File: src/rtl/cte_pkg.sv
// shared types, register codes and month tables for the epoch seconds converter
`timescale 1ns / 1ps
`default_nettype none

package cte_pkg;

   localparam int unsigned CsrIndexWidth = 2;
   localparam int unsigned CsrDataWidth  = 11;

   typedef enum logic [CsrIndexWidth-1:0] {
      CSR_UTC_MODE  = 2'd0,
      CSR_ZONE_WEST = 2'd1,
      CSR_DST       = 2'd2
   } csr_index_type;

   typedef struct packed {
      logic [6:0] year_two_digit;
      logic [6:0] month_number;
      logic [6:0] day_of_month;
      logic [6:0] hour_value;
      logic [6:0] minute_value;
      logic [6:0] second_value;
   } req_type;

   typedef struct packed {
      logic signed [32:0] epoch_seconds;
      logic               bad_date;
   } rsp_type;

   typedef struct packed {
      logic               utc_mode;
      logic signed [10:0] zone_minutes_west;
      logic               dst_active;
   } cfg_type;

   // month length with a 29-day february, zero for codes that are no month
   function automatic logic [4:0] month_days(input logic [3:0] month);
      logic [4:0] len;
      unique case (month)
         4'd1:    len = 5'd31;
         4'd2:    len = 5'd29;
         4'd3:    len = 5'd31;
         4'd4:    len = 5'd30;
         4'd5:    len = 5'd31;
         4'd6:    len = 5'd30;
         4'd7:    len = 5'd31;
         4'd8:    len = 5'd31;
         4'd9:    len = 5'd30;
         4'd10:   len = 5'd31;
         4'd11:   len = 5'd30;
         4'd12:   len = 5'd31;
         default: len = 5'd0;
      endcase
      return len;
   endfunction

   // days before the first of the month, february counted as 29
   function automatic logic [8:0] month_start(input logic [3:0] month);
      logic [8:0] days;
      unique case (month)
         4'd1:    days = 9'd0;
         4'd2:    days = 9'd31;
         4'd3:    days = 9'd60;
         4'd4:    days = 9'd91;
         4'd5:    days = 9'd121;
         4'd6:    days = 9'd152;
         4'd7:    days = 9'd182;
         4'd8:    days = 9'd213;
         4'd9:    days = 9'd244;
         4'd10:   days = 9'd274;
         4'd11:   days = 9'd305;
         4'd12:   days = 9'd335;
         default: days = 9'd0;
      endcase
      return days;
   endfunction

endpackage

`default_nettype wire

File: src/rtl/cte_csr.sv
// configuration registers: utc mode, zone offset and daylight flag
`timescale 1ns / 1ps
`default_nettype none

module cte_csr
   import cte_pkg::*;
(
   input  wire logic                     clock,
   input  wire logic                     reset,
   input  wire logic                     csr_valid,
   output logic                          csr_ready,
   input  wire logic [CsrIndexWidth-1:0] csr_index,
   input  wire logic [CsrDataWidth-1:0]  csr_data,
   output cfg_type                       cfg
);

   cfg_type cfg_ff;
   cfg_type cfg_in;

   assign csr_ready = 1'b1;
   assign cfg       = cfg_ff;

   always_comb begin
      cfg_in = cfg_ff;
      if (csr_valid) begin
         unique case (csr_index_type'(csr_index))
            CSR_UTC_MODE:  cfg_in.utc_mode          = csr_data[0];
            CSR_ZONE_WEST: cfg_in.zone_minutes_west = $signed(csr_data);
            CSR_DST:       cfg_in.dst_active        = csr_data[0];
            default:       cfg_in = cfg_ff;
         endcase
      end
   end

   always_ff @(posedge clock) begin
      if (reset) begin
         cfg_ff <= '0;
      end else begin
         cfg_ff <= cfg_in;
      end
   end

`ifndef SYNTHESIS
   a_unknown_index_ignored: assert property (@(posedge clock) disable iff (reset)
      (csr_valid && csr_index > CSR_DST) |=> $stable(cfg_ff))
      else $error("write to unused register index changed configuration");

   a_no_write_no_change: assert property (@(posedge clock) disable iff (reset)
      !csr_valid |=> $stable(cfg_ff))
      else $error("configuration changed without a write beat");

   a_zone_write_lands: assert property (@(posedge clock) disable iff (reset)
      (csr_valid && csr_index == CSR_ZONE_WEST)
         |=> cfg_ff.zone_minutes_west == $signed($past(csr_data)))
      else $error("zone offset write lost");
`endif

endmodule

`default_nettype wire

File: src/rtl/cte_core.sv
// input register, date check and seconds arithmetic, result register
`timescale 1ns / 1ps
`default_nettype none

module cte_core
   import cte_pkg::*;
(
   input  wire logic    clock,
   input  wire logic    reset,
   input  wire logic    in_valid,
   input  req_type      in_data,
   input  cfg_type      cfg,
   output logic         out_valid,
   output rsp_type      out_data
);

   logic    stage_valid_ff;
   req_type stage_ff;
   logic    out_valid_ff;
   rsp_type out_ff;
   rsp_type out_in;

   logic               leap;
   logic [6:0]         hour_fix;
   logic [3:0]         month;
   logic [4:0]         month_len;
   logic               bad;
   logic [6:0]         years;
   logic [15:0]        days;
   logic [32:0]        day_sec;
   logic [10:0]        hour_min;
   logic signed [12:0] adjust;
   logic signed [13:0] local_min;
   logic signed [19:0] local_sec;
   logic signed [33:0] total;

   always_ff @(posedge clock) begin
      if (reset) begin
         stage_valid_ff <= 1'b0;
         out_valid_ff   <= 1'b0;
      end else begin
         stage_valid_ff <= in_valid;
         out_valid_ff   <= stage_valid_ff;
      end
   end

   always_ff @(posedge clock) begin
      if (in_valid) begin
         stage_ff <= in_data;
      end
      if (stage_valid_ff) begin
         out_ff <= out_in;
      end
   end

   always_comb begin
      leap      = (stage_ff.year_two_digit[1:0] == 2'b00);
      hour_fix  = (stage_ff.hour_value == 7'd24) ? 7'd0 : stage_ff.hour_value;
      month     = stage_ff.month_number[3:0];
      month_len = month_days(month);

      bad = 1'b0;
      if (stage_ff.month_number < 7'd1 || stage_ff.month_number > 7'd12) begin
         bad = 1'b1;
      end else if (stage_ff.day_of_month < 7'd1 ||
                   stage_ff.day_of_month > {2'b00, month_len}) begin
         bad = 1'b1;
      end else if (stage_ff.day_of_month == 7'd29 && month == 4'd2 && !leap) begin
         bad = 1'b1;
      end
      if (hour_fix > 7'd23 || stage_ff.minute_value > 7'd59 ||
          stage_ff.second_value > 7'd59) begin
         bad = 1'b1;
      end

      // years since 1970; leap days before this year come out as (years + 1) / 4
      years = (stage_ff.year_two_digit < 7'd70) ? stage_ff.year_two_digit + 7'd30
                                                : stage_ff.year_two_digit - 7'd70;
      days = 16'(years) * 16'd365 + 16'((years + 7'd1) >> 2)
           + 16'(month_start(month)) + 16'(stage_ff.day_of_month) - 16'd1;
      if (!leap && month > 4'd2) begin
         days = days - 16'd1;
      end
      day_sec = 33'(days) * 33'd86400;

      hour_min = 11'(hour_fix[4:0]) * 11'd60 + 11'(stage_ff.minute_value[5:0]);
      if (cfg.utc_mode) begin
         adjust = 13'sd0;
      end else begin
         adjust = 13'(cfg.zone_minutes_west) - (cfg.dst_active ? 13'sd60 : 13'sd0);
      end
      local_min = $signed({3'b000, hour_min}) + 14'(adjust);
      local_sec = 20'(local_min) * 20'sd60 + $signed({14'd0, stage_ff.second_value[5:0]});
      total     = $signed({1'b0, day_sec}) + 34'(local_sec);

      out_in.bad_date      = bad;
      out_in.epoch_seconds = bad ? 33'sd0 : $signed(total[32:0]);
   end

   assign out_valid = out_valid_ff;
   assign out_data  = out_ff;

`ifndef SYNTHESIS
   a_stage_to_result: assert property (@(posedge clock) disable iff (reset)
      stage_valid_ff |=> out_valid_ff)
      else $error("accepted beat did not reach the result register");

   a_result_has_source: assert property (@(posedge clock) disable iff (reset)
      out_valid_ff |-> $past(stage_valid_ff))
      else $error("result strobe without a beat in the input register");

   a_bad_gives_zero: assert property (@(posedge clock) disable iff (reset)
      (out_valid_ff && out_ff.bad_date) |-> out_ff.epoch_seconds == 33'sd0)
      else $error("rejected date carries nonzero seconds");

   a_utc_nonnegative: assert property (@(posedge clock) disable iff (reset)
      (out_valid_ff && cfg.utc_mode) |-> !out_ff.epoch_seconds[32])
      else $error("negative seconds in utc mode");
`endif

endmodule

`default_nettype wire

File: src/rtl/calendar_to_epoch_seconds.sv
// top level of the calendar date to epoch seconds converter
//
// usage:
//   req channel: drive req_data and raise start; a beat is taken at every
//   rising edge with start high and busy low. busy is always low, so a new
//   beat may be offered in every cycle.
//   rsp channel: rsp_strobe is high for one cycle with rsp_data holding
//   epoch_seconds and bad_date. the receiver cannot stall; results appear
//   in the order the beats were taken, one result per beat.
//   path: a taken beat is held in the input register, then its result is
//   registered in the result register and driven on the ports (one input
//   register, one result register).
//   throughput: one beat per cycle, set by the single combinational pass
//   from input register to result register.
//   csr channel: csr_ready is always high; index 0 utc mode, 1 zone offset
//   in minutes west, 2 daylight flag. index 3 is ignored. write only while
//   no beat is in flight.
//   reset: synchronous; clears the pipeline valids and all three registers.
`timescale 1ns / 1ps
`default_nettype none

module calendar_to_epoch_seconds
   import cte_pkg::*;
(
   input  wire logic                     clock,
   input  wire logic                     reset,
   input  wire logic                     start,
   output logic                          busy,
   input  req_type                       req_data,
   output logic                          rsp_strobe,
   output rsp_type                       rsp_data,
   input  wire logic                     csr_valid,
   output logic                          csr_ready,
   input  wire logic [CsrIndexWidth-1:0] csr_index,
   input  wire logic [CsrDataWidth-1:0]  csr_data
);

   cfg_type cfg;

   assign busy = 1'b0;

   cte_csr u_csr (
      .clock     (clock),
      .reset     (reset),
      .csr_valid (csr_valid),
      .csr_ready (csr_ready),
      .csr_index (csr_index),
      .csr_data  (csr_data),
      .cfg       (cfg)
   );

   cte_core u_core (
      .clock     (clock),
      .reset     (reset),
      .in_valid  (start && !busy),
      .in_data   (req_data),
      .cfg       (cfg),
      .out_valid (rsp_strobe),
      .out_data  (rsp_data)
   );

endmodule

`default_nettype wire

File: config.mk
export PLATFORM = sky130hd
export DESIGN_NAME = calendar_to_epoch_seconds
export DESIGN_NICKNAME = d
export VERILOG_FILES = /design/src/rtl/cte_pkg.sv /design/src/rtl/cte_csr.sv /design/src/rtl/cte_core.sv /design/src/rtl/calendar_to_epoch_seconds.sv
export SDC_FILE = /design/constraint.sdc
export NUM_CORES = 1
export LEC_CHECK = 0
export ABC_CLOCK_PERIOD_IN_PS = 18700
export BUFFER_PORTS_ARGS = -buffer_cell sky130_fd_sc_hd__buf_2
export CAP_MARGIN = 5
export CORE_ASPECT_RATIO = 0.75
export CORE_MARGIN = 4
export CORE_UTILIZATION = 45
export CTS_CLUSTER_SIZE = 8
export DETAILED_ROUTE_END_ITERATION = 8
export HOLD_SLACK_MARGIN = 0.03
export PLACE_DENSITY = 0.63
export SLEW_MARGIN = 30
export SYNTH_ARGS = -nofsm -noshare
export SYNTH_HDL_FRONTEND = slang
export SYNTH_SLANG_ARGS = --single-unit
File: constraint.sdc
create_clock -name clock -period 18.7 [get_ports clock]
set_input_delay 1.87 -clock clock [delete_from_list [all_inputs] [get_ports clock]]
set_output_delay 1.87 -clock clock [all_outputs]
set_load 0.05 [all_outputs]
Word-level counts from Yosys, hierarchy flattened
Memory sizes are Yosys's and may differ from the RTL's. A register that Yosys moved wholly into a read port is not among the register bits. Index checks and enable logic that the tools add are counted. Widths: inputs -> output; s select.

Add/sub/neg operators: 13. Multipliers: 4. Order comparisons: 9. Eq/ne operators: 5. Muxes and demuxes: 11. Reductions and logical operators: 13.

Operators by type and width (count): $add 33x20->33 (1); $sub 16x1->16 const B (2); $mul 16x10->26 const B (1); $add 20x7->20 (1); $mul 14x5->18 const B (1); $add 16x14->16 (1); $add 16x7->16 (1); $add 16x9->16 (1); $mul 7x9->16 const B (1); $mux 16 (1); $add 12x13->14 (1); $eq 7x5->1 const B (2); $gt 7x6->1 const B (2); $lt 7x1->1 const B (2); $mux 7 (2); $mux 13 (1); $sub 11x7->12 (1); $add 11x6->11 (1); $mul 5x4->9 const B (1); $add 7x1->8 const B (1); $mux 4 (2); $add 7x5->7 const B (1); $gt 7x4->1 const B (1); $gt 7x5->1 (1); other kinds (14) (25).

Bits in registers: 91. Bits in read-only memories: 224. Input port bits: 59. Output and inout port bits: 37. Word-level logic and storage cells: 70. Memories kept: 2.

Memories: (name not given) (words 16, width 9, rd ports 1, clocked after memory_dff 1, write ports 0, line cte_pkg.sv:60) `unique case (month)`; (name not given) (words 16, width 5, rd ports 1, clocked after memory_dff 1, write ports 0, line cte_pkg.sv:39) `unique case (month)`.

Longest topological paths before layout
Depth in word-level cells: 11. Mapped depth: 52. Depth with buffers taken out: 52.

By module
A second synthesis with hierarchy kept.

Cells, all modules: 1614. Area, all modules: 14784.2 um^2.

Modules (own cells, without submodules): cte_core (instances 1, cells an instance 1554, area an instance 14178.6 um^2, sequential area each 2562.5 um^2); cte_csr (instances 1, cells an instance 58, area an instance 594.3 um^2, sequential area each 260.2 um^2); calendar_to_epoch_seconds (instances 1, cells an instance 2, area an instance 11.3 um^2, sequential area each 0.0 um^2).

Least setup slack after synthesis
Ideal clock, no wire load.

Kind: reg-to-reg. From: reg u_core.stage_ff[36] (netlist bit). To: reg u_core.out_ff (netlist bit u_core.out_data[31]), data pin. Library setup time: 0.266 ns. Data arrival time: 11.511 ns. Data required time: 18.434 ns. Setup slack: 6.923 ns. Cell stages (with the launch flop): 50. Path buffers: 0. Clock period less this slack: 11.777 ns. Path through: edfxtp_1 > ha_1 > o41a_1 > o21ai_0 > xnor2_1 > ha_1 > nand2_1 > xor2_1 > fa_1 > inv_1 > ha_1 > inv_1 > fa_1 > inv_1 > fa_1 > inv_1 > fa_1 > inv_1 > [... 14 more ...] > inv_1 > ha_1 > nor2b_1 > nor2_1 > nand2_1 > a21oi_1 > xnor2_1 > ha_1 > a211o_1 > nor4_1 > o211ai_1 > and3_1 > a221o_1 > a211oi_1 > o21bai_1 > a21oi_1 > xor2_1 > nor2_1.

Cells in the longest elaborated chain, start to end: 11. Elaborated cells on any way between the ends: 22. Those cells by class: add/sub: 9; mul: 2; order compare: 1; mux: 6; reduce/logical: 4.

RTL lines: from (decl) (line cte_core.sv:18) `req_type stage_ff;`; from (signal assigned) (line cte_core.sv:49) `stage_ff <= in_data;`; $sub 7x7->7, or another cell as far along (line cte_core.sv:78) `: stage_ff.year_two_digit - 7'd70;`; $mux 7 (line cte_core.sv:77) `years = (stage_ff.year_two_digit < 7'd70) ? stage_ff.year_two_digit + 7'd30`; $mul 7x9->16 or $add 7x1->8 (tied branches) (line cte_core.sv:79) `days = 16'(years) * 16'd365 + 16'((years + 7'd1) >> 2)`; $add 16x14->16 (line cte_core.sv:79); $add 16x9->16 (line cte_core.sv:80) `+ 16'(month_start(month)) + 16'(stage_ff.day_of_month) - 16'd1;`; $add 16x7->16 (line cte_core.sv:80); $sub 16x1->16 (line cte_core.sv:80); $sub 16x1->16 (line cte_core.sv:82) `days = days - 16'd1;`; $mux 16 (line cte_core.sv:81) `if (!leap && month > 4'd2) begin`; $mul 16x10->26 (line cte_core.sv:84) `day_sec = 33'(days) * 33'd86400;`; $add 33x20->33 (line cte_core.sv:94) `total = $signed({1'b0, day_sec}) + 34'(local_sec);`; to (signal assigned) (line cte_core.sv:52) `out_ff <= out_in;`; to (decl) (line cte_core.sv:20) `rsp_type out_ff;`.

Parallel ways exist; a longest one is shown, timed or not. A chain may end at the register's enable or synchronous reset.

Worst setup path after layout
Ends and elaborated chain as after synthesis.

==> impl_metrics.py <==
metrics = {
    "outcome": {
        "outcome": "finished clean",
    },
    "setup_path": {
        "timing.rr.end": "u_core.out_data[31]",
        "startpoint_type": "flop",
        "end_kind": "flop",
        "rrSetupSlack_ns": 5.83,
        "crit_path_top_delay_cell": "fa_1",
        "path_common_cell": "inv_1",
        "crit_arrival_ns": 12.97,
        "required_ns": 18.79,
        "path_class": "reg2reg",
        "r2r_start": "u_core.stage_ff[36]",
        "path_max_fanout": 9,
        "reg2reg_depth": 50,
        "critPathMaxStageDelay_ns": 0.57,
    },
    "hold_path": {
        "min_delay_path_depth": 2,
        "worstHoldEndpoint": "u_csr.cfg[6]",
        "hp-start": "u_csr.cfg[6]",
        "hold_class": "reg2reg",
    },
    "clock_network": {
        "hold_buffers": 0,
        "cts-root-buf": "clkbuf_16",
        "clockBufferDepth": 2,
        "cts_tree": "built",
        "clkLatencyLatePin_ns": 0.37,
        "cts_buffers": 9,
        "cts_resized": 0,
        "clock_sinks": 103,
        "clk_pin_slew_worst_paths_ns": 0.09,
        "cts_max_level": 3,
        "post_cts_buffers": 0,
    },
    "run": {
        "maxCapViolations": 0,
    },
    "routing": {
        "vias": 9743,
        "drt-total-wl_um": 27400,
        "dr.pass1.iters": 5,
        "routedWlPerCell_um": 14.0,
        "drc_errors": 0,
        "drt_iter0_markers": 496,
        "viasPerCell": 5.00,
        "ant_nets": 0,
    },
    "synthesis": {
        "syn-instance-count": 1457,
        "yosysUniqueCellTypes": 72,
        "avgSynthCellArea_um2": 9.36,
        "ys_async_sr_fraction": 0,
        "ys_seq_elements": 103,
        "synth.net_count": 1864,
        "synth_ff_type": "edfxtp_1",
        "seq_area_frac_synth": 0.207,
        "syn_area_um2": 13600,
        "synth_warnings": 0,
        "netlist_top_cells_area": "ha_1 23%, edfxtp_1 17%, fa_1 15%",
        "yosys.area.top_type_share": 0.227,
        "synth_edf_count": 76,
        "yosys.area.top_type": "ha_1",
    },
    "cells_and_area": {
        "num-fill-cells": 2802,
        "final_cell_mix": "269 x inv_1, 247 x ha_1, 101 x fa_1, 99 x nor2_1, 93 x buf_2",
        "drive_gt1_frac": 0.0880,
        "syn2layout_area_growth_pct": 9.12,
        "fin_nets": 1958,
        "final_common_cell": "inv_1",
    },
    "global_route": {
        "grt_util_all_layers": 0.168,
        "grt_pass1_vias": 9868,
        "grt_remaining_overflow": 0,
        "grt_max_degree": 49,
        "antenna_found_initial": 0,
        "grt_pass1_wl_um": 47300,
    },
    "placement": {
        "hpwlAfterDp_um": 23300,
        "port_buffers": 93,
        "place_congestion": 0.876,
    },
    "floorplanning": {
        "ios": 96,
        "start_util": 0.463,
        "fp.dieW_um": 209,
        "core_um2": 29500,
        "row_count": 54,
        "dieHeight_um": 159,
        "die_area_um2": 33200,
    },
    "sta": {
        "min_period_over_period": 0.688,
        "setup_tns_ns": 0,
        "min_period_ns": 12.87,
        "setup_violations": 0,
        "slew_headroom": 0.382,
        "hold-worst-slack_ns": 0.512,
        "fin_worst_skew_ns": 0.0215,
        "drv_slew": 0,
        "worst_pin_slew_ns": 0.928,
        "timing.fmax_mhz": 77.7,
        "rsz0062_at_grt": "no",
        "hold_viol_final": 0,
    },
}
area by class of cell:
cell class	instances	area, um2	share of cell area
repair buffers	97	495	0.0333
multi-input cells	1071	9760	0.656
flip-flops and latches	103	2820	0.190
clock buffers	10	229	0.0154
clock inverters	6	77.6	0.00521
well taps	392	490	0.0329
inverters	269	1010	0.0678
diodes	1	2.50	0.000168
critical path, delay by kind of cell (launching register included):
kind | cells | cell delay (ns)
fa+ha+maj | 14 | 5.91
compound gates | 12 | 2.69
xor+xnor | 6 | 1.44
simple gates | 9 | 1.39
buf+inv | 9 | 0.60
flops | 1 | 0.54
logic make-up (layout without fill, tap and decap cells):
kind of cell	after synthesis	in the layout	share of synthesized area
other cells	2	3	0.000550
simple gates	303	303	0.110
fa+ha+maj	348	348	0.375
mux	20	20	0.0148
compound gates	256	256	0.120
xor+xnor	142	142	0.0946
buf+inv	283	382	0.0790
flops	103	103	0.207
synthesized netlist by cell type, types with 17 or more instances:
library cell,number
dfxtp_1,27
o21bai_1,17
nor2b_1,21
edfxtp_1,76
nor3_1,24
a21o_1,37
inv_1,269
mux2i_1,19
nand2_1,64
fa_1,101
nor2_1,99
ha_1,247
xnor2_1,87
o21ai_0,47
a21oi_1,75
nand3_1,23
xor2_1,51
flip-flops by register name, summed over array words and instances, names as in the netlist, named ones only:
register and cells:
u_core.out_valid 1, u_core.stage_ff 38, u_csr.cfg 13, u_core.month_len 3, u_core.stage_valid_ff 1, u_core.out_data 34, u_core.month 4
per-stage QoR:
step / utilization / instance area, um2 / std cells / setup WS (ns)
6_report: 0.505 / 14900 / 1949 / 5.83
3_5_place_dp: 0.495 / 14600 / 1932 / 5.80
4_1_cts: 0.505 / 14900 / 1948 / 5.76
5_1_grt: 0.505 / 14900 / 1948 / 4.83
3_3_place_gp: 0.495 / 14600 / 1932 / 6.18
2_1_floorplan: - / 13600 / 1457 / 6.92
routing by layer:
metal	routed length (um)	global-route usage	vias to the layer above
li1	-	-	5093
met1	15000	0.266	4472
met2	11100	0.248	174
met3	1190	0.0264	4
met4	102	0.0202	0
met5	0	0	-
worst max path at each step:
stage	startpoint	end	slack (ns)
floorplan	u_core.stage_ff[36]	u_core.out_data[31]	6.92
global placement	u_core.stage_ff[36]	u_core.out_data[31]	6.18
detailed placement	u_core.stage_ff[36]	u_core.out_data[31]	5.80
CTS	u_core.stage_ff[36]	u_core.out_data[31]	5.76
global route	u_core.stage_ff[36]	u_core.out_data[31]	4.83
finish	u_core.stage_ff[36]	u_core.out_data[31]	5.83
Power is left out: the tool's default activity adds up to more than one toggle a clock period on the data nets, which glitch-free logic cannot reach.
